$ cat config.mk
export PLATFORM = sky130hd
export DESIGN_NAME = json_string_escaper
export DESIGN_NICKNAME = d
export VERILOG_FILES = /design/src/hdl/jse_pkg.sv /design/src/hdl/json_string_escaper.sv /design/src/hdl/jse_expand.sv
export SDC_FILE = /design/constraint.sdc
export NUM_CORES = 1
export LEC_CHECK = 0
export BUFFER_PORTS_ARGS = -buffer_cell sky130_fd_sc_hd__buf_2
export CORE_ASPECT_RATIO = 0.75
export CORE_UTILIZATION = 30
export CTS_CLUSTER_DIAMETER = 150
export DETAILED_ROUTE_END_ITERATION = 16
export GPL_TIMING_DRIVEN = 0
export PLACE_DENSITY_LB_ADDON = 0.05
export SKIP_CTS_REPAIR_TIMING = 1
export SLEW_MARGIN = 20
export SYNTH_ARGS = -nofsm -noshare
export SYNTH_HDL_FRONTEND = slang
export SYNTH_SLANG_ARGS = --single-unit
$ cat constraint.sdc
create_clock -name clock -period 3.9 [get_ports clock]
set_input_delay 0.39 -clock clock [delete_from_list [all_inputs] [get_ports clock]]
set_output_delay 0.39 -clock clock [all_outputs]
set_load 0.02 [all_outputs]
$ cat src/hdl/jse_pkg.sv
// ----------------------------------------------------------------------------
// JSON string escaper package
// Transfer types, character constants and the hex digit lookup.
// ----------------------------------------------------------------------------
package jse_pkg;

   localparam int IDX_W = 3;
   localparam int CNT_W = 4;

   localparam logic [7:0] CHAR_QUOTE     = 8'h22;
   localparam logic [7:0] CHAR_BACKSLASH = 8'h5C;
   localparam logic [7:0] CHAR_SLASH     = 8'h2F;
   localparam logic [7:0] CHAR_U         = 8'h75;
   localparam logic [7:0] CHAR_ZERO      = 8'h30;
   localparam logic [7:0] CTRL_LIMIT     = 8'd32;

   localparam logic [IDX_W-1:0] ESC_BACKSLASH = 3'd0;
   localparam logic [IDX_W-1:0] ESC_U         = 3'd1;
   localparam logic [IDX_W-1:0] ESC_ZERO_HI   = 3'd2;
   localparam logic [IDX_W-1:0] ESC_ZERO_LO   = 3'd3;
   localparam logic [IDX_W-1:0] ESC_HEX_HI    = 3'd4;
   localparam logic [IDX_W-1:0] ESC_HEX_LO    = 3'd5;

   localparam logic [IDX_W-1:0] LEN_NONE    = 3'd0;
   localparam logic [IDX_W-1:0] LEN_PLAIN   = 3'd1;
   localparam logic [IDX_W-1:0] LEN_ESCAPED = 3'd6;

   typedef struct packed {
      logic [7:0] data_byte;
      logic       carries_byte;
      logic       begins_string;
      logic       ends_string;
   } req_type;

   typedef struct packed {
      logic [7:0] out_byte;
      logic       last_of_run;
      logic       string_done;
   } rsp_type;

   typedef struct packed {
      rsp_type          rsp;
      logic [CNT_W-1:0] count;
   } expand_type;

   function automatic logic [7:0] hex_char(input logic [3:0] nib);
      logic [7:0] c;
      if (nib < 4'd10) begin
         c = 8'h30 + {4'd0, nib};
      end else begin
         c = 8'h37 + {4'd0, nib};
      end
      return c;
   endfunction

endpackage

$ cat src/hdl/json_string_escaper.sv
// An item transfers into the item register, and each of its bytes is then registered
// in the output register. An item producing N bytes (0 to 8) holds the item register
// until its last byte moves out, and the next item transfers on that same cycle.
// Without rsp_stall, one output byte per cycle is set by the single output register.
// Reset: synchronous, active high; clears both valid flags and the byte index.
// ----------------------------------------------------------------------------
// JSON string escaper
// Holds one item and emits its escaped JSON bytes one per transfer.
// ----------------------------------------------------------------------------
module json_string_escaper (
   input  logic             clock,
   input  logic             reset,
   input  logic             req_valid,
   output logic             req_stall,
   input  jse_pkg::req_type req_data,
   output logic             rsp_valid,
   input  logic             rsp_stall,
   output jse_pkg::rsp_type rsp_data
);

   jse_pkg::req_type            item_ff, item_in;
   logic                        item_valid_ff, item_valid_in;
   logic [jse_pkg::IDX_W-1:0]   idx_ff, idx_in;
   logic                        rsp_valid_ff, rsp_valid_in;
   jse_pkg::rsp_type            rsp_data_ff, rsp_data_in;
   jse_pkg::expand_type         exp_res;
   logic                        out_free;
   logic                        emit;
   logic                        item_done;
   logic                        req_take;

   jse_expand u_expand (
      .item   (item_ff),
      .idx    (idx_ff),
      .result (exp_res)
   );

   assign out_free  = !rsp_valid_ff || !rsp_stall;
   assign emit      = item_valid_ff && (exp_res.count != '0) && out_free;
   assign item_done = item_valid_ff &&
                      ((exp_res.count == '0) || (emit && exp_res.rsp.last_of_run));
   assign req_stall = item_valid_ff && !item_done;
   assign req_take  = req_valid && !req_stall;

   always_comb begin
      item_in       = req_take ? req_data : item_ff;
      item_valid_in = req_take || (item_valid_ff && !item_done);
      if (req_take || item_done) begin
         idx_in = '0;
      end else if (emit) begin
         idx_in = idx_ff + 3'd1;
      end else begin
         idx_in = idx_ff;
      end
      rsp_valid_in = emit || (rsp_valid_ff && rsp_stall);
      rsp_data_in  = emit ? exp_res.rsp : rsp_data_ff;
   end

   always_ff @(posedge clock) begin
      if (reset) begin
         item_valid_ff <= 1'b0;
         idx_ff        <= '0;
         rsp_valid_ff  <= 1'b0;
      end else begin
         item_valid_ff <= item_valid_in;
         idx_ff        <= idx_in;
         rsp_valid_ff  <= rsp_valid_in;
      end
   end

   always_ff @(posedge clock) begin
      item_ff     <= item_in;
      rsp_data_ff <= rsp_data_in;
   end

   assign rsp_valid = rsp_valid_ff;
   assign rsp_data  = rsp_data_ff;

`ifndef SYNTHESIS
   a_quote_ends_run: assert property (@(posedge clock) disable iff (reset)
      rsp_valid_ff && rsp_data_ff.string_done |-> rsp_data_ff.last_of_run)
      else $error("closing quote not marked last of run");

   a_idx_in_range: assert property (@(posedge clock) disable iff (reset)
      item_valid_ff && (exp_res.count != '0) |-> ({1'b0, idx_ff} < exp_res.count))
      else $error("byte index beyond run length");

   a_take_loads_item: assert property (@(posedge clock) disable iff (reset)
      req_take |=> item_valid_ff && (idx_ff == '0))
      else $error("transferred item not loaded at index zero");

   a_emit_fills_output: assert property (@(posedge clock) disable iff (reset)
      emit |=> rsp_valid_ff)
      else $error("emitted byte lost");
`endif

endmodule

$ cat src/hdl/jse_expand.sv
// ----------------------------------------------------------------------------
// JSON string escaper expander
// Selects the output byte at a given index of one item's escaped run.
// ----------------------------------------------------------------------------
module jse_expand (
   input  jse_pkg::req_type                  item,
   input  logic [jse_pkg::IDX_W-1:0]         idx,
   output jse_pkg::expand_type               result
);

   logic                        escape;
   logic [jse_pkg::IDX_W-1:0]   body_len;
   logic [jse_pkg::IDX_W-1:0]   pos;
   logic [7:0]                  esc_byte;
   logic [jse_pkg::CNT_W-1:0]   count;

   assign escape = item.carries_byte &&
                   ((item.data_byte < jse_pkg::CTRL_LIMIT) ||
                    (item.data_byte == jse_pkg::CHAR_BACKSLASH) ||
                    (item.data_byte == jse_pkg::CHAR_QUOTE) ||
                    (item.data_byte == jse_pkg::CHAR_SLASH));

   assign body_len = !item.carries_byte ? jse_pkg::LEN_NONE :
                     escape ? jse_pkg::LEN_ESCAPED : jse_pkg::LEN_PLAIN;

   assign count = {{(jse_pkg::CNT_W-1){1'b0}}, item.begins_string} +
                  {1'b0, body_len} +
                  {{(jse_pkg::CNT_W-1){1'b0}}, item.ends_string};

   assign pos = idx - {{(jse_pkg::IDX_W-1){1'b0}}, item.begins_string};

   always_comb begin
      unique case (pos)
         jse_pkg::ESC_BACKSLASH: esc_byte = jse_pkg::CHAR_BACKSLASH;
         jse_pkg::ESC_U:         esc_byte = jse_pkg::CHAR_U;
         jse_pkg::ESC_ZERO_HI:   esc_byte = jse_pkg::CHAR_ZERO;
         jse_pkg::ESC_ZERO_LO:   esc_byte = jse_pkg::CHAR_ZERO;
         jse_pkg::ESC_HEX_HI:    esc_byte = jse_pkg::hex_char(item.data_byte[7:4]);
         default:                esc_byte = jse_pkg::hex_char(item.data_byte[3:0]);
      endcase
   end

   always_comb begin
      result.count           = count;
      result.rsp.last_of_run = ({1'b0, idx} == (count - 4'd1));
      result.rsp.string_done = 1'b0;
      priority if (item.begins_string && (idx == '0)) begin
         result.rsp.out_byte = jse_pkg::CHAR_QUOTE;
      end else if (pos < body_len) begin
         result.rsp.out_byte = escape ? esc_byte : item.data_byte;
      end else begin
         result.rsp.out_byte    = jse_pkg::CHAR_QUOTE;
         result.rsp.string_done = 1'b1;
      end
   end

endmodule
Yosys cells after proc, flatten, opt, wreduce, memory -nomap -nowiden --
Index checks and enable logic that the tools add are counted. W data, S select, Z words.
Cells by class: shift operators 0, magnitude comparators 4, reductions and logical operators 28, equality and inequality tests 8, bitwise gates (word level) 1, div/mod/pow operators 0, add/subtract/negate cells 9, multiplexer cells 7, multipliers 0
Operator list (count):
- $pmux W8 S4 | 1
- $add A6 B4 Y7 const A | 4
- $mux W8 | 3
- $eq A8 B6 Y1 const B | 2
- $logic_and A1 B1 Y1 | 9
- $eq A8 B7 Y1 const B | 1
- $logic_or A1 B1 Y1 | 8
- $lt A4 B4 Y1 const B | 2
- $lt A8 B6 Y1 const B | 1
- $eq A3 B2 Y1 const B | 2
- $logic_not A3 Y1 | 2
- $mux W3 | 2
- $reduce_or A2 Y1 | 3
- $add A1 B3 Y4 | 1
- $add A4 B1 Y4 | 1
- $eq A3 B4 Y1 | 1
- $logic_not A1 Y1 | 4
- $logic_not A4 Y1 | 1
- $reduce_bool A4 Y1 | 1
- $sub A4 B1 Y4 const B | 1
- $add A3 B1 Y3 const B | 1
- $eq A3 B1 Y1 const B | 1
- $eq A3 B3 Y1 const B | 1
- $lt A3 B3 Y1 | 1
- other kinds (3) | 3
Storage, ports and cells: memories 0, memory bits (read-only) 0, input port bits 15, bits in latches 0, word-level logic and storage cells 67, RAM bits 0, register bits 26, output and inout bits 12

Longest topological paths before layout --
Gate-level depths: netlist (run 1).
depth in word-level cells 21, gate-level depth with buffers 15, mapped depth without buffers 15

Modules after synthesis --
Synthesis (run 1) repeated with hierarchy kept, for this count alone.
Unflattened totals: cell total of the unflattened synthesis 156, area total of the unflattened synthesis 1659.1 um2
Modules (own cells, without submodules):
- json_string_escaper | times used 1, cells each 48, area each 898.4 um2
- jse_expand | times used 1, cells each 108, area each 760.7 um2

Worst setup path after synthesis (run 1) --
Ideal clock, no wire load.
path kind flip-flop to flip-flop, from register item_ff[8] (netlist name), to register item_ff[0] (netlist name) (enable), clock period less this slack 3.724 ns, path slack 0.176 ns, library setup time 0.386 ns, cell stages (with the launch flop) 13, arrival 3.339 ns, data required time 3.514 ns, cell sequence edfxtp_1 -> inv_1 -> ha_1 -> and4b_1 -> a31oi_1 -> nand3_1 -> fa_1 -> inv_1 -> fa_1 -> xor2_1 -> nor3_1 -> nand3_1 -> a31oi_1
On the way: longest elaborated chain between the ends 19, elaborated cells on any way between the ends 25, those cells by class add/sub (3); order compare (1); eq/ne (4); mux (2); reduce/logical (15)
Ends and longest elaborated chain:
- start: declaration | RTL line json_string_escaper.sv:21 | jse_pkg::req_type item_ff, item_in;
- start signal: assignment | RTL line json_string_escaper.sv:72 | item_ff <= item_in;
- $lt A8 B6 Y1 or $eq A8 B7 Y1 (tied branches) | RTL line jse_expand.sv:18, jse_expand.sv:19
- $logic_or A1 B1 Y1 | RTL line jse_expand.sv:18 | ((item.data_byte < jse_pkg::CTRL_LIMIT) ||
- $logic_or A1 B1 Y1 | RTL line jse_expand.sv:19 | (item.data_byte == jse_pkg::CHAR_BACKSLASH) ||
- $logic_or A1 B1 Y1 (*) | RTL line jse_expand.sv:20 | (item.data_byte == jse_pkg::CHAR_QUOTE) ||
- $logic_and A1 B1 Y1 (*) | RTL line jse_expand.sv:17 | assign escape = item.carries_byte &&
- $mux W3 (*) | RTL line jse_expand.sv:24 | escape ? jse_pkg::LEN_ESCAPED : jse_pkg::LEN_PLAIN;
- $mux W3 (*) | RTL line jse_expand.sv:23 | assign body_len = !item.carries_byte ? jse_pkg::LEN_NONE :
- $add A1 B3 Y4 (*) | RTL line jse_expand.sv:26 | assign count = {{(jse_pkg::CNT_W-1){1'b0}}, item.begins_string} +
- $add A4 B1 Y4 (*) | RTL line jse_expand.sv:27 | {1'b0, body_len} +
- parallel branches: the longest is 4 deep, another holds $sub A4 B1 Y4
- $logic_or A1 B1 Y1 (*) | RTL line json_string_escaper.sv:41 | ((exp_res.count == '0) || (emit && exp_res.rsp.last_of_run));
- $logic_and A1 B1 Y1 (*) | RTL line json_string_escaper.sv:40 | assign item_done = item_valid_ff &&
- $logic_not A1 Y1 (*) | RTL line json_string_escaper.sv:42 | assign req_stall = item_valid_ff && !item_done;
- $logic_and A1 B1 Y1 (*) | RTL line json_string_escaper.sv:42
- $logic_not A1 Y1 (*) | RTL line json_string_escaper.sv:43 | assign req_take = req_valid && !req_stall;
- $logic_and A1 B1 Y1 (*) | RTL line json_string_escaper.sv:43
- via req_take | RTL line json_string_escaper.sv:30 | logic req_take;
Mark *: on every way through the listed nets, which the timed path passes. A chain may end at the register's enable or synchronous reset.

Final worst setup path (run 1) --
from register item_ff[3] (netlist name), to output req_stall
On the way: longest elaborated chain between the ends 17, elaborated cells on any way between the ends 23, those cells by class add/sub (3); order compare (1); eq/ne (4); mux (2); reduce/logical (13)
Ends and longest elaborated chain:
- $lt A8 B6 Y1 or $eq A8 B7 Y1 (tied branches) | RTL line jse_expand.sv:18, jse_expand.sv:19
- $logic_or A1 B1 Y1 | RTL line jse_expand.sv:18
- $logic_or A1 B1 Y1 | RTL line jse_expand.sv:19
- $logic_or A1 B1 Y1 (*) | RTL line jse_expand.sv:20
- $logic_and A1 B1 Y1 (*) | RTL line jse_expand.sv:17
- $mux W3 (*) | RTL line jse_expand.sv:24
- $mux W3 (*) | RTL line jse_expand.sv:23
- $add A1 B3 Y4 (*) | RTL line jse_expand.sv:26
- $add A4 B1 Y4 (*) | RTL line jse_expand.sv:27
- parallel branches: the longest is 4 deep, another holds $sub A4 B1 Y4
- $logic_or A1 B1 Y1 (*) | RTL line json_string_escaper.sv:41
- $logic_and A1 B1 Y1 (*) | RTL line json_string_escaper.sv:40
- $logic_not A1 Y1 (*) | RTL line json_string_escaper.sv:42
- $logic_and A1 B1 Y1 (*) | RTL line json_string_escaper.sv:42
- end: declaration | RTL line json_string_escaper.sv:14 | output logic req_stall,
Mark *: on every way between the ends.

==> results of run 1 <==
==> placed cells by master, fill, tap and decap left out, drive strengths merged, types with 3 or more instances in the layout <==
| cell type | n |
|---|---|
| and3 | 3 |
| a21oi | 14 |
| clkbuf | 4 |
| and2 | 3 |
| nor2 | 10 |
| xnor2 | 5 |
| dfxtp | 5 |
| ha | 15 |
| a31oi | 4 |
| a211oi | 5 |
| nor3 | 4 |
| buf | 44 |
| inv | 16 |
| nand3 | 6 |
| o21ai | 7 |
| nand2 | 12 |
| edfxtp | 21 |
==> worst reg2reg max path: stages (launching register included) <==
cell and delay (ns):
edfxtp_1 0.43, inv_2 0.09, ha_4 0.16, nor3b_4 0.15, o211ai_1 0.24, nand3_1 0.15, fa_2 0.59, inv_2 0.05
fa_1 0.45, xor2_1 0.17, nor3_2 0.21, nand3_1 0.14, buf_4 0.17, a31oi_4 0.37
==> per-stage QoR <==
stage / instance area [sq um] / util / hold WS (ns) / setup WS [ns] / std cells
floorplan: 1730 / - / 0.456 / 0.176 / 166
global placement: 1960 / 0.358 / 0.501 / -0.404 / 267
detailed placement: 1960 / 0.358 / 0.510 / -0.398 / 267
CTS: 2000 / 0.366 / 0.274 / -0.402 / 271
global route: 2160 / 0.396 / 0.268 / -0.0859 / 285
finish: 2160 / 0.396 / 0.282 / 0.100 / 285
==> sequential cells by signal (all words and copies together) (netlist names) <==
register / count
item_valid_ff: 1
rsp_data: 10
idx_ff: 3
item_ff: 11
rsp_valid: 1
==> layout make-up <==
type | instances | area share
Buffer | 4 | 0.0116
Clock buffer | 4 | 0.0208
Inverter | 16 | 0.0277
Multi-Input combinational cell | 120 | 0.447
Sequential cell | 26 | 0.338
Tap cell | 75 | 0.0434
Timing Repair Buffer | 40 | 0.112
==> cells by family after synthesis <==
logic type,Yosys count,share of synthesized area
XOR/XNOR,7,0.0354
multiplexers,1,0.00577
adder cells (fa/ha/maj),17,0.131
buffers and inverters,20,0.0491
AO/OA/AOI/OAI,45,0.198
flip-flops,26,0.421
AND/OR/NAND/NOR,50,0.159
==> Yosys cell counts (3+ instances only) <==
library cell	instances	area, sq um
a211oi_1	5	37.5
a21oi_1	14	70.1
a31oi_1	3	18.8
and2_1	3	18.8
dfxtp_1	5	100
edfxtp_1	21	631
ha_1	15	188
inv_1	14	52.6
nand2_1	12	45.0
nand3_1	6	30.0
nor2_1	9	33.8
nor3_1	3	15.0
o21ai_0	7	35.0
xnor2_1	5	43.8
==> routing by layer <==
metal	wire length, microns	part of all wire	track usage	vias up
met5	0	0	0	-
met4	30	0.0077	0.0307	0
met3	237	0.061	0.0300	4
met2	1630	0.42	0.188	43
met1	2010	0.51	0.188	625
li1	-	-	-	701
==> worst min-delay path by stage <==
stage / start / to / slack, ns / depth (start not counted)
after global routing: req_data[4] / item_ff[4]$_DFFE_PP_ / 0.27 / 1
after detailed placement: item_valid_ff$_SDFF_PP0_ / rsp_valid$_SDFF_PP0_ / 0.51 / 2
after global placement: item_valid_ff$_SDFF_PP0_ / rsp_valid$_SDFF_PP0_ / 0.50 / 2
final: req_data[1] / item_ff[1]$_DFFE_PP_ / 0.28 / 1
after CTS: req_data[4] / item_ff[4]$_DFFE_PP_ / 0.27 / 1
after floorplan: reset / idx_ff[2]$_SDFFE_PP0P_ / 0.46 / 1
==> power by group through the flow <==
stage               registers [W]  logic [W]  clock network, W
floorplan                0.000375   0.000174                 0
global placement         0.000361   0.000256                 0
detailed placement       0.000362   0.000258                 0
CTS                      0.000355   0.000259          0.000170
global route             0.000358   0.000339          0.000176
finish                   0.000354   0.000306          0.000161
==> impl_metrics.json, run 1 <==
{
  "drc": 0,
  "clock_latency_ns": 0.27,
  "syn_inst": 166,
  "worst-endpoint-arrival_ns": 3.41,
  "wl_per_cell_microns": 13.7,
  "crit_end": "req_stall",
  "synth.distinct_cells": 46,
  "postSynthAreaPerCell_sq_um": 10.4,
  "root_buffer": "clkbuf_8",
  "placement_rows": 23,
  "drv_slew": 0,
  "worst_slew_pin_slew_ns": 0.602,
  "power_frac_clock": 0.196,
  "timing.critical_path.slowest_stage_cell": "fa_2",
  "ys.flop_type": "edfxtp_1",
  "crit-reg2reg-capture": "item_ff[7]$_DFFE_PP_",
  "numCtsBuffers": 3,
  "setup_total_negative_slack_ns": 0,
  "fmaxAchievable_mhz": 263,
  "regArea_sq_um": 731,
  "critPathTopFamily": "adder cells",
  "nets_in_the_synthesized_netlist": 198,
  "final-setup-viol-count": 0,
  "antenna-diode-count": 0,
  "seq_power_share": 0.431,
  "critPathMaxStageDelay_ns": 0.59,
  "synth_warnings": 0,
  "synth_enable_flop_cells": 21,
  "filler_cell_count": 559,
  "net-switching-power_w": 0.000287,
  "cts_tree": "built",
  "chipHeight_microns": 67.8,
  "leakagePower_nw": 0.875,
  "io_buffer_count": 26,
  "reg2reg_depth": 13,
  "drt-initial-drc-count": 120,
  "fin_worst_skew_ns": 0.00280,
  "critical_path.max_fanout": 4,
  "final_period_minus_worst_setup_slack_ns": 3.80,
  "grt_overflow": 0,
  "worst_slew_margin_rel": 0.596,
  "gp_routability_congestion": 0.817,
  "powerDensity_mw_per_mm2": 380,
  "cts.clk_slew.worst_paths_ns": 0.09,
  "ctsHtreeMaxLevel": 1,
  "number_of_sinks_driven_by_the_clock_tree": 26,
  "run_status": "finished, final reports clean",
  "detailed_place_hpwl_mm": 2.89,
  "area.growth.synth_to_final_pct": 24.8,
  "grt_max_degree": 15,
  "critical_path.startpoint": "item_ff[3]$_DFFE_PP_",
  "die_width_microns": 89.8,
  "clock_path_buffers": 2,
  "netSwitchingFraction": 0.350,
  "path_buf_inv": 4,
  "dr.pass1.iters": 4,
  "timing.critical_path.required_ns": 3.51,
  "r2r_setup_slack_ns": 0.19,
  "worst_setup_path_end_kind": "output pin",
  "fin_total_pwr_w": 0.000822,
  "global_route.usage.total": 0.128,
  "routed-via-count": 1373,
  "cells_along_the_critical_path": "inv_2 > ha_4 > nor3b_4 > o211ai_1 > nand3_1 > fa_2 > inv_2 > fa_1 > xor2_1 > nor3_2 > nand3_1 > nand3_2 > inv_2 > buf_6",
  "synth_area_sq_mm": 0.00173,
  "critical_path_start_type": "register",
  "rsz0062_at_grt": "true",
  "max-cap-violations": 0,
  "route.antenna.remaining_nets": 0,
  "ir_drop_uv": 136,
  "holdCritPathClass": "primary input to register",
  "crit_type": "register to output pin",
  "grt_pass1_vias": 1165,
  "via_density_per_instance": 4.82,
  "grt_first_pass_wirelength_mm": 5.90,
  "finalCritPeriodShare": 0.974,
  "power.share.combinational": 0.372,
  "io_pins": 27,
  "routed_wl_mm": 3.91,
  "hold_viol_final": 0,
  "rr_startpoint": "item_ff[3]$_DFFE_PP_",
  "initial_utilization": 0.317,
  "nNetsFinal": 243,
  "critPathMostFrequentCell": "inv_2",
  "yosys_register_bits": 26,
  "area_of_the_multi_input_gates_sq_um": 968,
  "design.core.area_sq_mm": 0.00547,
  "antenna_found_initial": 0,
  "p_int_w": 0.000535,
  "proportion_of_layout_cells_with_a_drive_suffix_above_1": 0.338,
  "async_reset_ff_frac": 0,
  "synth_sequential_area_ratio": 0.421,
  "floorplan_die_area_sq_mm": 0.00609,
  "cp_num_cells": 14
}
No activity file was read; power rests on OpenSTA's default activity.
==> run 2, diff against run 1 <==
==> constraint.sdc (replaced) <==
create_clock -name clock -period 3.9 [get_ports clock]
set_input_delay 0.195 -clock clock [delete_from_list [all_inputs] [get_ports clock]]
set_output_delay 0.195 -clock clock [all_outputs]
set_load 0.02 [all_outputs]
==> impl_metrics.json, run 2 (synthesized netlist as in run 1, its figures left out) <==
{
  "r2r_setup_slack_ns": 0.25,
  "antenna_found_initial": 0,
  "area.growth.synth_to_final_pct": 20.9,
  "crit-reg2reg-capture": "item_ff[7]$_DFFE_PP_",
  "reg2reg_depth": 12,
  "timing.critical_path.slowest_stage_cell": "fa_2",
  "global_route.usage.total": 0.128,
  "timing.critical_path.required_ns": 3.70,
  "io_buffer_count": 26,
  "critPathMostFrequentCell": "inv_1",
  "critPathMaxStageDelay_ns": 0.57,
  "worstHoldStart": "req_data[1]",
  "nNetsFinal": 236,
  "leakagePower_nw": 0.848,
  "p_int_w": 0.000518,
  "chipHeight_microns": 67.8,
  "fmaxAchievable_mhz": 270,
  "drc": 0,
  "holdCritPathClass": "primary input to register",
  "proportion_of_layout_cells_with_a_drive_suffix_above_1": 0.286,
  "cts_tree": "built",
  "critical_path.startpoint": "item_ff[3]$_DFFE_PP_",
  "grt_pass1_vias": 1165,
  "route.antenna.remaining_nets": 0,
  "layout.cells.most_common": "buf_2",
  "path_buf_inv": 4,
  "wl_per_cell_microns": 13.8,
  "clock_path_buffers": 2,
  "run_status": "finished, final reports clean",
  "clock_latency_ns": 0.27,
  "routed_wl_mm": 3.85,
  "antenna-diode-count": 0,
  "via_density_per_instance": 4.78,
  "cp_num_cells": 14,
  "max-cap-violations": 0,
  "netSwitchingFraction": 0.355,
  "worst_setup_path_end_kind": "output pin",
  "layout.cells.most_common_list": "buf_2, edfxtp_1, ha_1",
  "routed-via-count": 1330,
  "number_of_sinks_driven_by_the_clock_tree": 26,
  "io_pins": 27,
  "seq_power_share": 0.440,
  "ir_drop_uv": 136,
  "power.share.combinational": 0.357,
  "worst_slew_margin_rel": 0.596,
  "finalCritPeriodShare": 0.950,
  "largest-register": "item_ff",
  "floorplan_die_area_sq_mm": 0.00609,
  "worst-endpoint-arrival_ns": 3.51,
  "final-setup-viol-count": 0,
  "net-switching-power_w": 0.000286,
  "grt_overflow": 0,
  "critPathTopFamily": "adder cells",
  "worst_slew_pin_slew_ns": 0.602,
  "design.core.area_sq_mm": 0.00547,
  "power_frac_clock": 0.203,
  "pre_cts_ws_ns": -0.398,
  "post-place-cells": 267,
  "critical_path.max_fanout": 5,
  "fin_worst_skew_ns": 0.00286,
  "final_period_minus_worst_setup_slack_ns": 3.70,
  "final_util": 0.383,
  "initial_utilization": 0.317,
  "hold-worst-slack_ns": 0.0854,
  "rr_startpoint": "item_ff[3]$_DFFE_PP_",
  "root_buffer": "clkbuf_8",
  "crit_type": "register to output pin",
  "cts.clk_slew.worst_paths_ns": 0.09,
  "ctsHtreeMaxLevel": 1,
  "drt-initial-drc-count": 183,
  "detailed_place_hpwl_mm": 2.89,
  "dr.pass1.iters": 4,
  "grt_first_pass_wirelength_mm": 5.90,
  "grt_max_degree": 15,
  "numCtsBuffers": 3,
  "cells_along_the_critical_path": "inv_1 > ha_1 > nor3b_2 > o211ai_1 > nand3_1 > fa_2 > inv_1 > fa_1 > xnor2_1 > nor3_2 > nand3_2 > nand3_4 > inv_1 > buf_2",
  "die_width_microns": 89.8,
  "gp_routability_congestion": 0.817,
  "placement_rows": 23,
  "layoutNonFillerInstCount": 278,
  "postLayoutSetupSlackWorst_ns": 0.196,
  "drv_slew": 0,
  "largest_register_ffs": 11,
  "finish.instance_area_sq_mm": 0.00210,
  "crit_end": "req_stall",
  "powerDensity_mw_per_mm2": 384,
  "placed_cell_area_sq_mm": 0.00196,
  "hold_viol_final": 0,
  "critical_path_start_type": "register"
}
==> run 2: cell count changes in the layout (fill, tap and decap cells not counted), sizes merged <==
| cell | previous run | this run |
|---|---|---|
| buf | 44 | 37 |
==> run 2: stage by stage <==
| step | setup TNS, ns | total power (W) |
|---|---|---|
| final | 0 | 0.000804 |
| after global placement | -4.44 | 0.000618 |
| after detailed placement | -4.37 | 0.000619 |
| after floorplan | 0 | 0.000549 |
| after global routing | -0.0186 | 0.000852 |
| after CTS | -4.45 | 0.000784 |
==> run 2: layout make-up <==
| cell class | count | area (sq um) |
|---|---|---|
| Fill cell | 563 | 3370 |
| Multi-Input combinational cell | 120 | 958 |
| Buffer | 4 | 25.0 |
| Tap cell | 75 | 93.8 |
| Timing Repair Buffer | 33 | 183 |
| Clock buffer | 4 | 45.0 |
| Inverter | 16 | 60.1 |
| Sequential cell | 26 | 731 |
==> run 2: how the worst min path moves through the flow <==
stage / depth (start not counted) / to
6_report: 1 / item_ff[1]$_DFFE_PP_
3_5_place_dp: 1 / item_ff[3]$_DFFE_PP_
5_1_grt: 1 / item_ff[4]$_DFFE_PP_
3_3_place_gp: 1 / item_ff[7]$_DFFE_PP_
4_1_cts: 1 / item_ff[4]$_DFFE_PP_
2_1_floorplan: 1 / idx_ff[2]$_SDFFE_PP0P_
==> run 2: layer usage <==
metal	share of wire	wire (microns)	track usage
met4	0.0078	30	0.0307
met1	0.52	2020	0.188
met3	0.058	222	0.0300
met2	0.41	1580	0.188
met5	0	0	0
==> run 2: power by group through the flow <==
stage	Combinational, W	Sequential, W	Clock, W
2_1_floorplan	0.000174	0.000375	0
3_3_place_gp	0.000256	0.000361	0
3_5_place_dp	0.000258	0.000362	0
4_1_cts	0.000259	0.000355	0.000170
5_1_grt	0.000319	0.000357	0.000176
6_report	0.000287	0.000354	0.000163
